### src/assert_macros.svh
// ----------------------------------------------------------------------------
// Assertion macros
// Concurrent assertion wrappers; they compile to nothing when SYNTH is set.
// ----------------------------------------------------------------------------
`ifndef ASSERT_MACROS_SVH
`define ASSERT_MACROS_SVH

`ifndef SYNTH

`define ASSERT_RST(label, clk, rst_n, prop) \
    label: assert property (@(posedge clk) disable iff (!rst_n) prop) \
        else $error("assertion failed in %m");

`define ASSERT_NEVER(label, clk, rst_n, cond) \
    label: assert property (@(posedge clk) disable iff (!rst_n) !(cond)) \
        else $error("forbidden condition in %m");

`else

`define ASSERT_RST(label, clk, rst_n, prop)

`define ASSERT_NEVER(label, clk, rst_n, cond)

`endif

`endif

### src/onaf_ram.sv
// ----------------------------------------------------------------------------
// Generic RAM
// One write port, one read port with registered read data held between reads.
// ----------------------------------------------------------------------------
module onaf_ram #(
    parameter int WIDTH = 8,
    parameter int DEPTH = 16
) (
    input  logic                     clk,
    input  logic                     we,
    input  logic [$clog2(DEPTH)-1:0] waddr,
    input  logic [WIDTH-1:0]         wdata,
    input  logic                     re,
    input  logic [$clog2(DEPTH)-1:0] raddr,
    output logic [WIDTH-1:0]         rdata
);

    logic [WIDTH-1:0] mem_reg [DEPTH];
    logic [WIDTH-1:0] rdata_reg;

    always_ff @(posedge clk)
    begin
        if (we)
        begin
            mem_reg[waddr] <= wdata;
        end
        if (re)
        begin
            rdata_reg <= mem_reg[raddr];
        end
    end

    assign rdata = rdata_reg;

endmodule

### config.mk
export PLATFORM = sky130hd
export DESIGN_NAME = onaf_ram
export DESIGN_NICKNAME = d
export VERILOG_FILES = /design/src/assert_macros.svh /design/src/onaf_ram.sv
export SDC_FILE = /design/constraint.sdc
export NUM_CORES = 1
export LEC_CHECK = 0
export ABC_AREA = 0
export BUFFER_PORTS_ARGS = -buffer_cell sky130_fd_sc_hd__buf_2
export CAP_MARGIN = 25
export CORE_MARGIN = 2
export CORE_UTILIZATION = 36
export DETAILED_ROUTE_END_ITERATION = 16
export GPL_TIMING_DRIVEN = 0
export PLACE_DENSITY = 0.5
export SKIP_CTS_REPAIR_TIMING = 1
export SLEW_MARGIN = 20
export SYNTH_ARGS = -nofsm -noshare
export SYNTH_HDL_FRONTEND = slang
export SYNTH_SLANG_ARGS = --single-unit
### constraint.sdc
create_clock -name clk -period 2.4 [get_ports clk]
set_input_delay 0.48 -clock clk [delete_from_list [all_inputs] [get_ports clk]]
set_output_delay 0.48 -clock clk [all_outputs]
set_load 0.02 [all_outputs]
==> results.sh, run 1 <==
export IMPL_io_pins=27
export IMPL_drive_above_1_share_pct=29.8
export IMPL_cts_tree="yes"
export IMPL_clk_pin_slew_worst_paths_ns=0.05
export IMPL_syn_to_final_growth_pct=17.1
export IMPL_grt_pass1_vias=2545
export IMPL_power_per_cell_area_nw_per_um2=857
export IMPL_start_kind="input port"
export IMPL_setup_viol=0
export IMPL_relSlewSlack_pct=43.3
export IMPL_ant_nets=0
export IMPL_hpwl_um=6750
export IMPL_yosysWarnings=0
export IMPL_io_buffer_count=25
export IMPL_clkLatencyLatePin_ns=0.42
export IMPL_setup_ws_ns=0.657
export IMPL_synth_nets=248
export IMPL_cp_arrival_ns=1.79
export IMPL_diodes=0
export IMPL_vias=2420
export IMPL_core_area_um2=14400
export IMPL_cts_root_buf="clkbuf_16"
export IMPL_drv_cap=0
export IMPL_ir_drop_uv=480
export IMPL_ys_top_cells_by_area="edfxtp_1, mux4_2, mux4_1, a22oi_1, nor2_1"
export IMPL_period_share_pct=72.6
export IMPL_clock_path_buffers=2
export IMPL_fp_dieArea_um2=15500
export IMPL_clock_fmax_mhz=574
export IMPL_track_usage_pct=14.8
export IMPL_r2r_cells=3
export IMPL_largest_reg_flops=128
export IMPL_crit_slowest_cell="nor2_1"
export IMPL_cts_sinks=136
export IMPL_synthCells=229
export IMPL_drt_wl_total_um=10600
export IMPL_leakage_uw=0.00202
export IMPL_cts_max_level=4
export IMPL_place_area_um2=5600
export IMPL_status="finished, final reports clean"
export IMPL_critical_path_class="in -> reg"
export IMPL_grt_antenna_before_repair=0
export IMPL_final_util_pct=42.6
export IMPL_syn_avg_cell_area_um2=22.8
export IMPL_place_gp_congestion=0.756
export IMPL_grt_overflow_total=0
export IMPL_design_area_um2=6120
export IMPL_drc=0
export IMPL_wire_per_inst_um=22.5
export IMPL_die_w_um=125
export IMPL_end_kind="flip-flop"
export IMPL_skew_ns=0.00388
export IMPL_rsz0062_at_grt="no"
export IMPL_die_h_um=125
export IMPL_ys_ff_latch=136
export IMPL_slew_viol_final=0
export IMPL_numCtsBuffers=17
export IMPL_yosysTopAreaCellShare_pct=78.1
export IMPL_yosys_area_top_type="edfxtp_1"
export IMPL_pre_cts_ws_ns=0.165
export IMPL_drt_iter0_drc=127
export IMPL_fp_row_count=44
export IMPL_worst_pin_slew_ns=0.848
export IMPL_cpPeakStageDelay_ns=0.66
export IMPL_crit_fanout=8
export IMPL_grt_max_degree=17
export IMPL_yosysUniqueCellTypes=18
export IMPL_synthesis_area_um2=5230
export IMPL_nNetsFinal=292
export IMPL_fillers=1237
export IMPL_hold_viol=0
export IMPL_routed_via_density=5.16
export IMPL_holdPathStages=1
export IMPL_crit_chain="buf_2 > or3b_2 > nor2_1"
export IMPL_grt_pass1_wl_um=16000
export IMPL_start_util_pct=36.4
export IMPL_holdCritPathClass="in -> reg"
export IMPL_yosysSeqAreaShare_pct=78.1
export IMPL_first_pass_iters=4
export IMPL_critPathRequiredTime_ns=2.44
export IMPL_post_route_min_period_ns=1.74
-- worst max-delay path, delay by kind of cell --
| family | cells | cell delay [ns] |
|---|---|---|
| simple gates | 2 | 1.18 |
| buf+inv | 1 | 0.13 |
-- worst paths after layout --
kind | start | slack [ns] | to
worst max register to register | mem_reg[1][0]$_DFFE_PP_ | 0.72 | rdata[0]$_DFFE_PP_
worst min register to register | mem_reg[14][3]$_DFFE_PP_ | 0.76 | rdata[3]$_DFFE_PP_
worst min-delay path | re | 0.41 | rdata[7]$_DFFE_PP_
worst max-delay path | waddr[2] | 0.66 | mem_reg[3][5]$_DFFE_PP_
-- cells by family after synthesis --
logic type	share of synthesized area [%]
compound gates	2.30
simple gates	3.14
flops	78.1
mux	14.8
buf+inv	1.65
-- cells in the final DEF (no fill, tap or decap), drive strengths merged, types with 3 or more instances in the layout --
cell type / instances
a22oi: 16
buf: 32
clkbuf: 18
clkdlybuf4s25: 3
clkinv: 11
edfxtp: 136
mux4: 32
nand2: 9
nor2: 13
nor3: 4
-- cell usage after synthesis (all sizes together) --
| cell | n |
|---|---|
| a22oi | 16 |
| and2 | 1 |
| and2b | 1 |
| buf | 7 |
| clkdlybuf4s25 | 3 |
| edfxtp | 136 |
| mux4 | 32 |
| nand2 | 9 |
| nand2b | 2 |
| nand3 | 1 |
| nand3b | 2 |
| nor2 | 13 |
| nor2b | 1 |
| nor3 | 4 |
| or3b | 1 |
-- power by group --
group          leakage [µW]  internal [µW]  switching, µW
clock network      0.000261           1380            899
logic              0.000523            104            169
registers           0.00124           2680           10.6
-- metrics by stage --
| stage | power [µW] | hold WS [ns] | TNS (ns) | cells |
|---|---|---|---|---|
| after floorplan | 2890 | 0.579 | 0 | 229 |
| after global placement | 3010 | 0.750 | -1.68 | 438 |
| after detailed placement | 3020 | 0.746 | 0 | 438 |
| after CTS | 5290 | 0.391 | 0 | 469 |
| after global routing | 5410 | 0.404 | 0 | 469 |
| final | 5240 | 0.412 | 0 | 469 |
-- layout make-up --
| cell class | count | area (µm²) | share of cell area [%] |
|---|---|---|---|
| tap | 184 | 230 | 3.76 |
| buffer | 10 | 86.3 | 1.41 |
| multi-input combinational | 83 | 1080 | 17.6 |
| sequential | 136 | 4080 | 66.7 |
| timing repair buffer | 25 | 125 | 2.04 |
| clock buffer | 18 | 429 | 7.01 |
| clock inverter | 13 | 88.8 | 1.45 |
-- routing by layer --
layer / wire [µm] / up-vias / GRT usage (%)
met5: 0 / - / 0
met4: 206 / 0 / 6.35
met3: 565 / 18 / 4.04
met2: 4920 / 61 / 22.1
met1: 4880 / 1271 / 20.4
li1: - / 1070 / -
Note: power is estimated with default switching activity, not from simulation.
==> inputs of run 2 (changes only) <==
Settings changed: PLACE_DENSITY 0.5 to 0.51.
Clock period 2.4 ns to 1.5 ns, I/O delays scaled along.
==> results.sh, run 2 (synthesis gave the netlist of run 1 again) <==
export IMPL_status="complete, but fails checks"
export IMPL_violations="negative setup slack"
export IMPL_cts_tree="yes"
export IMPL_nNetsFinal=292
export IMPL_switching_share_pct=20.2
export IMPL_largest_reg_flops=128
export IMPL_grt_max_degree=17
export IMPL_cts_max_level=4
export IMPL_instances_no_fill=469
export IMPL_hpwl_um=6640
export IMPL_core_area_um2=14400
export IMPL_start_kind="flip-flop"
export IMPL_drv_cap=0
export IMPL_slew_viol_final=0
export IMPL_cts_sinks=136
export IMPL_ant_nets=0
export IMPL_design_area_um2=6170
export IMPL_die_w_um=125
export IMPL_drt_wl_total_um=10400
export IMPL_clk_pin_slew_worst_paths_ns=0.06
export IMPL_crit_fanout=1
export IMPL_numCtsBuffers=17
export IMPL_placed_cells=438
export IMPL_vias=2418
export IMPL_rsz0062_at_grt="yes"
export IMPL_post_route_min_period_ns=1.52
export IMPL_die_h_um=125
export IMPL_cp_arrival_ns=1.67
export IMPL_pwr_share_comb_pct=5.4
export IMPL_syn_to_final_growth_pct=18.1
export IMPL_clkPwrFrac_pct=44.6
export IMPL_leakage_uw=0.00198
export IMPL_regArea_um2=4080
export IMPL_critPathRequiredTime_ns=1.65
export IMPL_ir_drop_uv=1420
export IMPL_layout_commonest_cell="edfxtp_1"
export IMPL_first_pass_iters=4
export IMPL_drive_above_1_share_pct=37.5
export IMPL_setup_viol=3
export IMPL_grt_pass1_vias=2567
export IMPL_fp_row_count=44
export IMPL_hold_viol=0
export IMPL_layout_common_cells="edfxtp_1, mux4_2, buf_2"
export IMPL_place_area_um2=5590
export IMPL_wire_per_inst_um=22.1
export IMPL_diodes=0
export IMPL_grt_pass1_wl_um=15900
export IMPL_period_share_pct=101
export IMPL_pre_cts_ws_ns=-0.462
export IMPL_routed_via_density=5.16
export IMPL_multi_input_area_um2=1070
export IMPL_place_gp_congestion=0.735
export IMPL_power_switching_uw=1740
export IMPL_intPower_uw=6870
export IMPL_drt_iter0_drc=130
export IMPL_track_usage_pct=14.6
export IMPL_io_pins=27
export IMPL_clock_path_buffers=2
export IMPL_power_per_cell_area_nw_per_um2=1390
export IMPL_clock_fmax_mhz=658
export IMPL_worst_pin_slew_ns=0.868
export IMPL_relSlewSlack_pct=41.9
export IMPL_io_buffer_count=25
export IMPL_start_util_pct=36.4
export IMPL_fin_worst_hold_slack_ns=0.225
export IMPL_seqPwrFrac_pct=50.0
export IMPL_skew_ns=0.00639
export IMPL_clkLatencyLatePin_ns=0.41
export IMPL_cts_root_buf="clkbuf_16"
export IMPL_end_kind="flip-flop"
export IMPL_grt_overflow_total=0
export IMPL_grt_antenna_before_repair=0
export IMPL_fillers=1252
export IMPL_power_uw=8610
export IMPL_holdCritPathClass="in -> reg"
export IMPL_setup_ws_ns=-0.0206
export IMPL_drc=0
export IMPL_fp_dieArea_um2=15500
export IMPL_critical_path_class="reg -> reg"
## run 2: final timing paths
check                           cells past startpoint  slack, ns                startpoint            endpoint
worst min register to register                      3       0.74  mem_reg[15][1]$_DFFE_PP_  rdata[1]$_DFFE_PP_
worst max-delay path                                3      -0.02   mem_reg[3][3]$_DFFE_PP_  rdata[3]$_DFFE_PP_
worst min-delay path                                1       0.23                        re  rdata[0]$_DFFE_PP_
worst max register to register                      3      -0.02   mem_reg[3][3]$_DFFE_PP_  rdata[3]$_DFFE_PP_
## run 2: routing by layer
layer / track usage (%) / routed length (µm)
met5: 0 / 0
met4: 4.36 / 116
met3: 4.60 / 482
met2: 23.2 / 5110
met1: 19.3 / 4670
## run 2: power by group through the flow
| stage | sequential, µW | combinational [µW] | clock [µW] |
|---|---|---|---|
| after global placement | 4380 | 453 | 0 |
| final | 4300 | 467 | 3840 |
| after detailed placement | 4380 | 459 | 0 |
| after floorplan | 4400 | 235 | 0 |
| after global routing | 4310 | 507 | 4090 |
| after CTS | 4300 | 459 | 3920 |
## run 2: layout make-up
| class | count | share of cell area [%] |
|---|---|---|
| multi-input combinational | 83 | 17.3 |
| buffer | 10 | 1.95 |
| clock buffer | 19 | 7.01 |
| sequential | 136 | 66.2 |
| clock inverter | 12 | 1.78 |
| timing repair buffer | 25 | 2.03 |
| tap | 184 | 3.73 |
## run 2: worst max-delay path, stage by stage (launching register included)
cell and delay, ns:
edfxtp_1 0.36, mux4_2 0.52, a22oi_2 0.29, nand2_1 0.10
## run 2: through the flow
stage | setup TNS [ns] | util, %
finish | -0.0383 | 43.0
global route | -0.163 | 43.0
CTS | -0.414 | 42.7
detailed placement | -39.00 | 38.9
global placement | -47.45 | 38.8
floorplan | -1.99 | -
